## src/hw/rtl/sli_pkg.sv

```systemverilog
package sli_pkg;

	localparam int CAPACITY = 16;
	localparam int DATA_W   = 32;
	localparam int IDX_W    = $clog2(CAPACITY);
	localparam int CNT_W    = $clog2(CAPACITY + 1);
	localparam int STAT_W   = 3;
	localparam int POS_W    = 4;
	localparam int COUNT_W  = 5;

	typedef enum logic {
		FN_INSERT = 1'b0,
		FN_DELETE = 1'b1
	} func_t;

	typedef enum logic [STAT_W-1:0] {
		ST_INSERTED  = 3'd0,
		ST_DELETED   = 3'd1,
		ST_NOT_FOUND = 3'd2,
		ST_FULL      = 3'd3,
		ST_EMPTY     = 3'd4
	} status_t;

	typedef enum logic [2:0] {
		S_IDLE,
		S_FETCH,
		S_EVAL,
		S_PUT,
		S_RESP
	} state_t;

endpackage

```

## src/hw/rtl/sli_ram.sv

```systemverilog
module sli_ram #(
	parameter int WIDTH = 32,
	parameter int DEPTH = 16
) (
	input  logic                     clk,
	input  logic                     we,
	input  logic [$clog2(DEPTH)-1:0] waddr,
	input  logic [WIDTH-1:0]         wdata,
	input  logic [$clog2(DEPTH)-1:0] raddr,
	output logic [WIDTH-1:0]         rdata
);

	logic [WIDTH-1:0] mem [DEPTH];

	always_ff @(posedge clk) begin
		if (we) begin
			mem[waddr] <= wdata;
		end
		rdata <= mem[raddr];
	end

endmodule

```

## src/hw/rtl/sorted_list_insert_delete.sv

```systemverilog
// sorted list, up to CAPACITY signed words kept ascending in a single-port-read RAM.
// a full insert or a delete from an empty list goes straight to the response; an insert
// walks down from the last entry until it meets a smaller one, and a delete walks every entry.
// the read-compare loop over the RAM (fetch, then compare and move one entry)
// sets the rate: busy stays high until done, the next beat is taken the cycle after.
// reset (arst_n low) empties the list; the RAM contents are not cleared.
module sorted_list_insert_delete (
	input  logic                                clk,
	input  logic                                arst_n,
	input  logic                                start,
	input  logic                                func,
	input  logic signed [sli_pkg::DATA_W-1:0]   value,
	output logic                                busy,
	output logic                                done,
	output logic [sli_pkg::STAT_W-1:0]          status,
	output logic [sli_pkg::POS_W-1:0]           position,
	output logic [sli_pkg::COUNT_W-1:0]         count,
	output logic signed [sli_pkg::DATA_W-1:0]   head_value
);

	import sli_pkg::*;

	state_t state_q, state_d;
	logic [CNT_W-1:0] cnt_q;

	logic               func_q;
	logic signed [DATA_W-1:0] val_q;
	logic signed [DATA_W-1:0] head_q;
	logic [IDX_W-1:0]   idx_q;
	logic [IDX_W-1:0]   pos_q;
	logic               found_q;
	status_t            status_q;

	logic               ram_we;
	logic [IDX_W-1:0]   ram_waddr;
	logic [DATA_W-1:0]  ram_wdata;
	logic [DATA_W-1:0]  ram_rdata;

	logic accept;
	logic cmp_ge;
	logic cmp_eq;
	logic at_last;
	logic is_full;
	logic is_empty;

	sli_ram #(
		.WIDTH(DATA_W),
		.DEPTH(CAPACITY)
	) u_ram (
		.clk  (clk),
		.we   (ram_we),
		.waddr(ram_waddr),
		.wdata(ram_wdata),
		.raddr(idx_q),
		.rdata(ram_rdata)
	);

	// compares of the RAM read word against the held operand
	assign cmp_ge = $signed(ram_rdata) >= val_q;
	assign cmp_eq = ram_rdata == val_q;

	assign accept   = start && !busy;
	assign at_last  = (CNT_W'(idx_q) + CNT_W'(1)) == cnt_q;
	assign is_full  = cnt_q == CNT_W'(CAPACITY);
	assign is_empty = cnt_q == '0;

	// next state
	always_comb begin
		state_d = state_q;
		unique case (state_q)
			S_IDLE: begin
				if (accept) begin
					if (func == FN_INSERT) begin
						if (is_full) state_d = S_RESP;
						else if (is_empty) state_d = S_PUT;
						else state_d = S_FETCH;
					end else begin
						if (is_empty) state_d = S_RESP;
						else state_d = S_FETCH;
					end
				end
			end
			S_FETCH: state_d = S_EVAL;
			S_EVAL: begin
				if (func_q == FN_INSERT) begin
					if (!cmp_ge || idx_q == '0) state_d = S_PUT;
					else state_d = S_FETCH;
				end else begin
					if (at_last) state_d = S_RESP;
					else state_d = S_FETCH;
				end
			end
			S_PUT:  state_d = S_RESP;
			S_RESP: state_d = S_IDLE;
			default: state_d = S_IDLE;
		endcase
	end

	// outputs and RAM write port
	always_comb begin
		busy      = 1'b1;
		done      = 1'b0;
		ram_we    = 1'b0;
		ram_waddr = idx_q;
		ram_wdata = ram_rdata;
		unique case (state_q)
			S_IDLE: busy = 1'b0;
			S_FETCH: ;
			S_EVAL: begin
				if (func_q == FN_INSERT) begin
					// shift the entry up one slot to open a gap
					if (cmp_ge) begin
						ram_we    = 1'b1;
						ram_waddr = idx_q + IDX_W'(1);
					end
				end else if (found_q) begin
					// close the gap left by the deleted entry
					ram_we    = 1'b1;
					ram_waddr = idx_q - IDX_W'(1);
				end
			end
			S_PUT: begin
				ram_we    = 1'b1;
				ram_waddr = pos_q;
				ram_wdata = val_q;
			end
			S_RESP: done = 1'b1;
			default: ;
		endcase
	end

	assign status     = status_q;
	assign position   = POS_W'(pos_q);
	assign count      = COUNT_W'(cnt_q);
	assign head_value = is_empty ? '0 : head_q;

	always_ff @(posedge clk or negedge arst_n) begin
		if (!arst_n) begin
			state_q <= S_IDLE;
			cnt_q   <= '0;
		end else begin
			state_q <= state_d;
			if (state_q == S_PUT) begin
				cnt_q <= cnt_q + CNT_W'(1);
			end else if (state_q == S_EVAL && func_q == FN_DELETE && at_last
					&& (found_q || cmp_eq)) begin
				cnt_q <= cnt_q - CNT_W'(1);
			end
		end
	end

	always_ff @(posedge clk) begin
		unique case (state_q)
			S_IDLE: begin
				if (accept) begin
					func_q  <= func;
					val_q   <= value;
					found_q <= 1'b0;
					pos_q   <= '0;
					if (func == FN_INSERT) begin
						idx_q    <= IDX_W'(cnt_q - CNT_W'(1));
						status_q <= is_full ? ST_FULL : ST_INSERTED;
					end else begin
						idx_q    <= '0;
						status_q <= is_empty ? ST_EMPTY : ST_NOT_FOUND;
					end
				end
			end
			S_FETCH: ;
			S_EVAL: begin
				if (func_q == FN_INSERT) begin
					if (!cmp_ge) begin
						pos_q <= idx_q + IDX_W'(1);
					end else if (idx_q != '0) begin
						idx_q <= idx_q - IDX_W'(1);
					end
				end else begin
					if (found_q) begin
						if (idx_q == IDX_W'(1)) head_q <= $signed(ram_rdata);
					end else if (cmp_eq) begin
						found_q <= 1'b1;
						pos_q   <= idx_q;
					end
					if (at_last && (found_q || cmp_eq)) status_q <= ST_DELETED;
					if (!at_last) idx_q <= idx_q + IDX_W'(1);
				end
			end
			S_PUT: begin
				if (pos_q == '0) head_q <= val_q;
			end
			S_RESP: ;
			default: ;
		endcase
	end

	a_done_pulse: assert property (@(posedge clk) disable iff (!arst_n)
		done |=> !done)
		else $error("result strobe held longer than one cycle");

	a_cnt_range: assert property (@(posedge clk) disable iff (!arst_n)
		cnt_q <= CNT_W'(CAPACITY))
		else $error("fill count beyond capacity");

	a_accept_busy: assert property (@(posedge clk) disable iff (!arst_n)
		accept |=> busy)
		else $error("accepted beat did not raise busy");

	a_full_count: assert property (@(posedge clk) disable iff (!arst_n)
		(done && status == ST_FULL) |-> (cnt_q == CNT_W'(CAPACITY)))
		else $error("full status with list not full");

	a_cnt_stable: assert property (@(posedge clk) disable iff (!arst_n)
		(!busy && !$past(busy)) |-> $stable(cnt_q))
		else $error("count changed while idle");

endmodule

```

## config.mk

```make
export PLATFORM = sky130hd
export DESIGN_NAME = sorted_list_insert_delete
export DESIGN_NICKNAME = d
export VERILOG_FILES = /design/src/hw/rtl/sli_pkg.sv /design/src/hw/rtl/sli_ram.sv /design/src/hw/rtl/sorted_list_insert_delete.sv
export SDC_FILE = /design/constraint.sdc
export NUM_CORES = 1
export LEC_CHECK = 0
export ABC_AREA = 1
export BUFFER_PORTS_ARGS = -buffer_cell sky130_fd_sc_hd__buf_2
export CAP_MARGIN = 15
export CORE_MARGIN = 4
export CORE_UTILIZATION = 60
export DETAILED_ROUTE_END_ITERATION = 16
export PLACE_DENSITY = 0.77
export SLEW_MARGIN = 30
export SYNTH_ARGS = -nofsm -noshare
export SYNTH_HDL_FRONTEND = slang
export SYNTH_SLANG_ARGS = --single-unit
export TNS_END_PERCENT = 50
```

## constraint.sdc

```tcl
create_clock -name clk -period 5.19 [get_ports clk]
set_input_delay 1.038 -clock clk [delete_from_list [all_inputs] [get_ports clk]]
set_output_delay 1.038 -clock clk [all_outputs]
set_load 0.02 [all_outputs]
```

# Yosys cells after proc, flatten, opt, wreduce, memory -nomap -nowiden
# Memories as Yosys holds them, arrays and structs flattened. A register that Yosys moved wholly into a read port is not among the register bits.
# Index checks and enable logic that the tools add are counted.
[totals]
wordCells = 113
ram_bits = 512
memories = 1
latch_bits = 0
rom_bits = 0
input_bits = 36
out_inout_bits = 46
reg_bits = 85
[op_classes]
muxes = 55
addsub = 5
n_lt_le_gt_ge = 1
shifts = 0
n_reduce_logical = 22
bitwise = 0
n_mul = 0
n_eq_ne = 20
n_div = 0
[memory_table]
columns = ["memory", "depth", "word_bits", "rd", "rd_ports_with_merged_regs", "write_ports", "line_no", "text"]
rows = [
  ["u_ram.mem", 16, 32, 1, 1, 1, "sli_ram.sv:13", "logic [WIDTH-1:0] mem [DEPTH];"],
]
[op_table]
columns = ["operator", "count"]
rows = [
  ["2-to-1 mux 32 bit", 6],
  ["one-hot mux 32 bit (2 select lines)", 1],
  ["2-to-1 mux 4 bit", 14],
  ["2-to-1 mux 3 bit", 11],
  ["equality test 32 bit", 1],
  ["greater-or-equal comparator 32 bit", 1],
  ["one-hot mux 4 bit (2 select lines)", 3],
  ["!= test 3 bit, second input constant", 5],
  ["AND reduction 5 bit", 3],
  ["one-hot mux 3 bit (4 select lines)", 1],
  ["2-to-1 mux 1 bit", 11],
  ["2-to-1 mux 5 bit", 2],
  ["logical NOT 4 bit", 2],
  ["equality test 3 x 2 -> 1 bit, second input constant", 2],
  ["2-to-1 mux 2 bit", 3],
  ["!= test 2 x 1 -> 1 bit, second input constant", 3],
  ["!= test 2 bit, second input constant", 3],
  ["one-hot mux 3 bit (2 select lines)", 1],
  ["nonzero test 2 bit", 3],
  ["adder 4 x 1 -> 5 bit, second input constant", 1],
  ["adder 5 x 1 -> 5 bit, second input constant", 1],
  ["equality test 5 bit", 1],
  ["equality test 5 bit, second input constant", 1],
  ["logical AND 1 bit", 5],
  ["16 further kinds", 18],
]

# Logic depth before layout (Yosys ltp)
[logic_depth]
depth_word = 6
depth_mapped = 21
ltp_nobuf = 21

# By module
# From an unflattened synthesis, not the netlist that was laid out.
[unflattened]
cells_unflattened = 2669
hier_area_um2 = 27672.8
[modules_own_cells]
columns = ["mod", "area_per_inst_um2", "cells_per_inst", "instances", "seq_area_each_um2"]
rows = [
  ["sli_ram", 22730.6, 2120, 1, 16015.4],
  ["sorted_list_insert_delete", 4942.2, 549, 1, 2512.4],
]

# Worst setup path after synthesis
# OpenSTA, ideal clock, no wires.
[synth_path]
path_kind = "flip-flop to flip-flop"
start = "register idx_q[0]"
end = "memory u_ram.mem[11][0] (enable)"
required_ps = 4769
arrival_time_ps = 3628
n_path_buf = 3
synth_period_minus_slack_ps = 4049
path_stages_with_launch = 13
setup_time_ps = 421
path_slack_ps = 1141
path_cell_list = "edfxtp_1 buf_2 inv_2 clkbuf_1 clkbuf_1 ha_1 nand2_1 o21ai_0 a21oi_1 nand3_1 a21oi_1 nand2_1 nor2_1"
[synth_via]
elab_chain_cells = 4
elab_cells_between_ends = 6
classes_between = "add/sub (2); mux (4)"
[synth_lines]
columns = ["element", "line_no", "text"]
rows = [
  ["start, declared", "sorted_list_insert_delete.sv:29", "logic [IDX_W-1:0] idx_q;"],
  ["start signal, assigned", "sorted_list_insert_delete.sv:161", "idx_q <= IDX_W'(cnt_q - CNT_W'(1));"],
  ["start signal, assigned", "sorted_list_insert_delete.sv:175", "idx_q <= idx_q - IDX_W'(1);"],
  ["start signal, assigned", "sorted_list_insert_delete.sv:185", "if (!at_last) idx_q <= idx_q + IDX_W'(1);"],
  ["adder 4 x 1 -> 4 bit or subtractor 4 x 1 -> 4 bit (tied branches)", "sorted_list_insert_delete.sv:114, sorted_list_insert_delete.sv:119", ""],
  ["2-to-1 mux 4 bit, on equally long branches", "sorted_list_insert_delete.sv:112, sorted_list_insert_delete.sv:116", ""],
  ["2-to-1 mux 4 bit", "sorted_list_insert_delete.sv:110", "if (func_q == FN_INSERT) begin"],
  ["one-hot mux 4 bit (2 select lines) *", "sorted_list_insert_delete.sv:106", "unique case (state_q)"],
  ["end, declared", "sli_ram.sv:13", ""],
]
# Every way passes the cells marked *; elsewhere a longest branch is shown, timed or not.

# Worst setup path in the final report
[layout_path]
start = "register cnt_q[0], in the netlist count[0]"
end = "output head_value[31] (netlist bit)"
[layout_via]
elab_chain_cells = 2
[layout_lines]
columns = ["element", "line_no", "text"]
rows = [
  ["start, declared", "sorted_list_insert_delete.sv:24", "logic [CNT_W-1:0] cnt_q;"],
  ["start signal, assigned", "sorted_list_insert_delete.sv:144", "cnt_q <= cnt_q + CNT_W'(1);"],
  ["start signal, assigned", "sorted_list_insert_delete.sv:147", "cnt_q <= cnt_q - CNT_W'(1);"],
  ["logical NOT 5 bit", "sorted_list_insert_delete.sv:65", "assign is_empty = cnt_q == '0;"],
  ["2-to-1 mux 32 bit", "sorted_list_insert_delete.sv:135", "assign head_value = is_empty ? '0 : head_q;"],
  ["end, declared", "sorted_list_insert_delete.sv:18", "output logic signed [sli_pkg::DATA_W-1:0] head_value"],
]
# No other way between the ends.

==> results by group <==
Job
  • Max cap viols: 0

Setup path
  • Worst r2r src: state_q[0]$_DFFE_PN0N_
  • Worst setup path end: head_value[31]
  • Critical path class: flop to primary output
  • Crit path max fanout: 19
  • CP startpoint kind: flop
  • R2R cell count: 10
  • Worst R2R Setup Slack: 1.16 ns
  • Critical path capture point type: primary output
  • Worst R2R End: u_ram.mem[3][20]$_DFFE_PP_
  • Worst EP arrival: 3.40 ns
  • Worst EP required: 4.15 ns
  • Launch point of the critical path: count[0]$_DFFE_PN0P_

Logic synthesis
  • Syn Inst Count: 2,004
  • Syn avg cell area: 12.64 µm²
  • Top-area cell type share of the netlist area: 69.82%
  • Syn_nets: 2,080
  • Top cells by area, synth: edfxtp_1 (70%), o21ai_0 (5.9%), nor2_1 (4.6%), nand2_1 (2.9%), dfxtp_1 (2.5%)
  • Synth unique cells: 43
  • Synth warn: 0
  • Sequential area share after synthesis: 73.14%
  • Post-synthesis cell area: 0.02533 mm²
  • Leading area contributor after synthesis: edfxtp_1
  • Yosys reg bits: 629

Timing
  • Final Cycle Share: 85.53%
  • Clk_skew: 0.03860 ns
  • RSZ-0062 raised after global routing: false
  • Peak Freq: 0.2253 GHz
  • Slew headroom: 39.09%
  • Min Tclk post-route: 4.439 ns
  • Final Max Tran Viols: 0
  • Worst slew pin tran: 0.9136 ns
  • Hold Vio Cnt, Final: 0
  • TNS Setup: 0 ns
  • Setup violations, final: 0

Finish
  • Share of layout cells above drive strength 1: 14.01%
  • Most common cell after layout, fill and taps aside: edfxtp_1
  • Final nets: 2,179
  • Antenna cells: 0
  • Area growth, synth to finish: 14.20%
  • Most frequent cells in the layout: edfxtp_1 (589), o21ai_0 (300), nor2_1 (291)
  • Fill count: 2,764

Clock network
  • Cts repair resizes: 0
  • Root Driver: clkbuf_16
  • Clk buf depth: 3
  • Setup bufs post-CTS: 0
  • TritonCTS Buffers: 61
  • Clk pin slew, worst setup/hold paths: 0.06 ns
  • Worst skew pair latency: 0.65 ns
  • CTS sink count: 629
  • Hold_buf cts: 0
  • H-tree depth: 2
  • CTS tree: done

Place
  • Port bufs: 81
  • Gp weighted congestion: 0.8848
  • Post-detail-place hpwl: 34,580 µm

Global route
  • Initial antenna violation count: 0
  • First-pass GRT wire length: 92,750 µm
  • Remaining Overflow, GRT: 0
  • GRT Util Overall: 26.58%
  • Vias in the first global route: 16,240
  • Largest net degree at the start of global routing: 262

Floorplan
  • Chip Width: 213.5 µm
  • Core ar.: 0.04185 mm²
  • Die height: 213.5 µm
  • Site Rows: 75
  • Initial Utilization: 60.53%
  • DIE AREA: 0.04557 mm²
  • Boundary Pins: 82

Detailed routing
  • TritonRoute pass-1 iters: 6
  • Overall routed net length: 60,860 µm
  • Detail Route Antenna Nets: 0
  • DR vias: 16,580
  • Iter 0 DRT Violations: 2,004
  • Vias per inst: 6.154
  • Post-DR wirelength/cell: 22.58 µm
  • Remaining DRCs: 0

Power and ir drop
  • Worst IR Drop VDD: 363.2 µV
  • Total Power: 0.01891 W
  • Power Dens Cells: 653.6 mW/mm²
  • Leak Pwr: 10.29 nW

Status
  • Status: finished, final reports clean

Hold path
  • Hold Path Class: input port to asynchronous set/reset pin
-- cells by family after synthesis --
group,after synthesis,share of synthesized area (%)
buf+inv,225,3.403
fa+ha+maj,40,1.976
compound gates,498,11.37
xor+xnor,12,0.4149
flops,629,73.14
simple gates,600,9.695
-- worst max-delay path: stages (launching register included) --
cell and delay (ns):
dfrtp_1 0.47, inv_1 0.13, ha_1 0.19, nand3_1 0.18, nor2_1 0.23, clkinv_1 0.72
buf_4 0.52, nand2_1 0.11, inv_1 0.04, buf_2 0.15
-- report_power, final --
part | switching, W | leakage, nW | internal (W)
logic | 0.00492 | 3.56 | 0.00194
registers | 0.000317 | 5.72 | 0.00721
clock network | 0.00190 | 1.00 | 0.00262
-- final cells by class --
type | count | area (µm²) | area share, %
clock inverters | 31 | 364.1 | 1.259
multi-input cells | 1150 | 6092 | 21.06
well taps | 539 | 674.4 | 2.331
repair buffers | 152 | 1137 | 3.931
flip-flops and latches | 629 | 18530 | 64.04
clock buffers | 85 | 1717 | 5.934
inverters | 109 | 417.9 | 1.445
-- synthesized netlist by cell type, drive strengths merged --
cell type / n
or2: 1
o2111a: 1
xnor2: 3
a21oi: 22
clkinv: 3
o21ai: 302
inv: 106
nor2: 317
nand3: 62
nor3: 4
nand3b: 1
clkbuf: 101
dfxtp: 32
o32ai: 1
nand4: 4
o311ai: 1
a31oi: 1
buf: 15
o221ai: 40
o211ai: 29
edfxtp: 589
nor4: 2
o22ai: 93
xor2: 9
nand2: 209
a211oi: 2
o221a: 1
o21a: 3
ha: 40
dfrtp: 8
o21bai: 1
a21o: 1
-- flip-flops by register name (all words and copies together) (netlist names) --
signal,flops
val_q,32
count,5
idx_q,4
found_q,1
status,3
head_q,32
u_ram.rdata,32
func_q,1
position,4
u_ram.mem,512
state_q,3
-- worst min-delay path by stage --
stage	from	endpoint	slack [ns]	cells after the start
2_1_floorplan	state_q[2]$_DFFE_PN0N_	state_q[1]$_DFFE_PN0N_	0.56	3
3_3_place_gp	u_ram.rdata[28]$_DFF_P_	head_q[28]$_DFFE_PP_	0.57	2
3_5_place_dp	u_ram.rdata[9]$_DFF_P_	u_ram.mem[9][9]$_DFFE_PP_	0.58	2
4_1_cts	arst_n	state_q[0]$_DFFE_PN0N_	0.21	1
5_1_grt	arst_n	state_q[0]$_DFFE_PN0N_	0.24	1
6_report	arst_n	state_q[0]$_DFFE_PN0N_	0.24	1
-- metrics by stage --
step / hold WS (ns) / cell area [µm²] / std cells / utilization (%) / setup slack, ns
floorplan: 0.5617 / 25330 / 2004 / - / 1.141
global placement: 0.5709 / 26690 / 2573 / 63.78 / 1.311
detailed placement: 0.5752 / 26790 / 2577 / 64.02 / 1.264
CTS: 0.2145 / 28880 / 2693 / 68.99 / 0.6624
global route: 0.2412 / 28930 / 2695 / 69.12 / 0.6009
finish: 0.2385 / 28930 / 2695 / 69.12 / 0.7508
-- layer usage --
| metal | wire length (µm) | GRT usage (%) |
|---|---|---|
| met1 | 23790 | 36.69 |
| met2 | 29800 | 43.64 |
| met3 | 5315 | 4.097 |
| met4 | 1955 | 9.954 |
| met5 | 0 | 0 |
No activity file was read; power rests on OpenSTA's default activity.
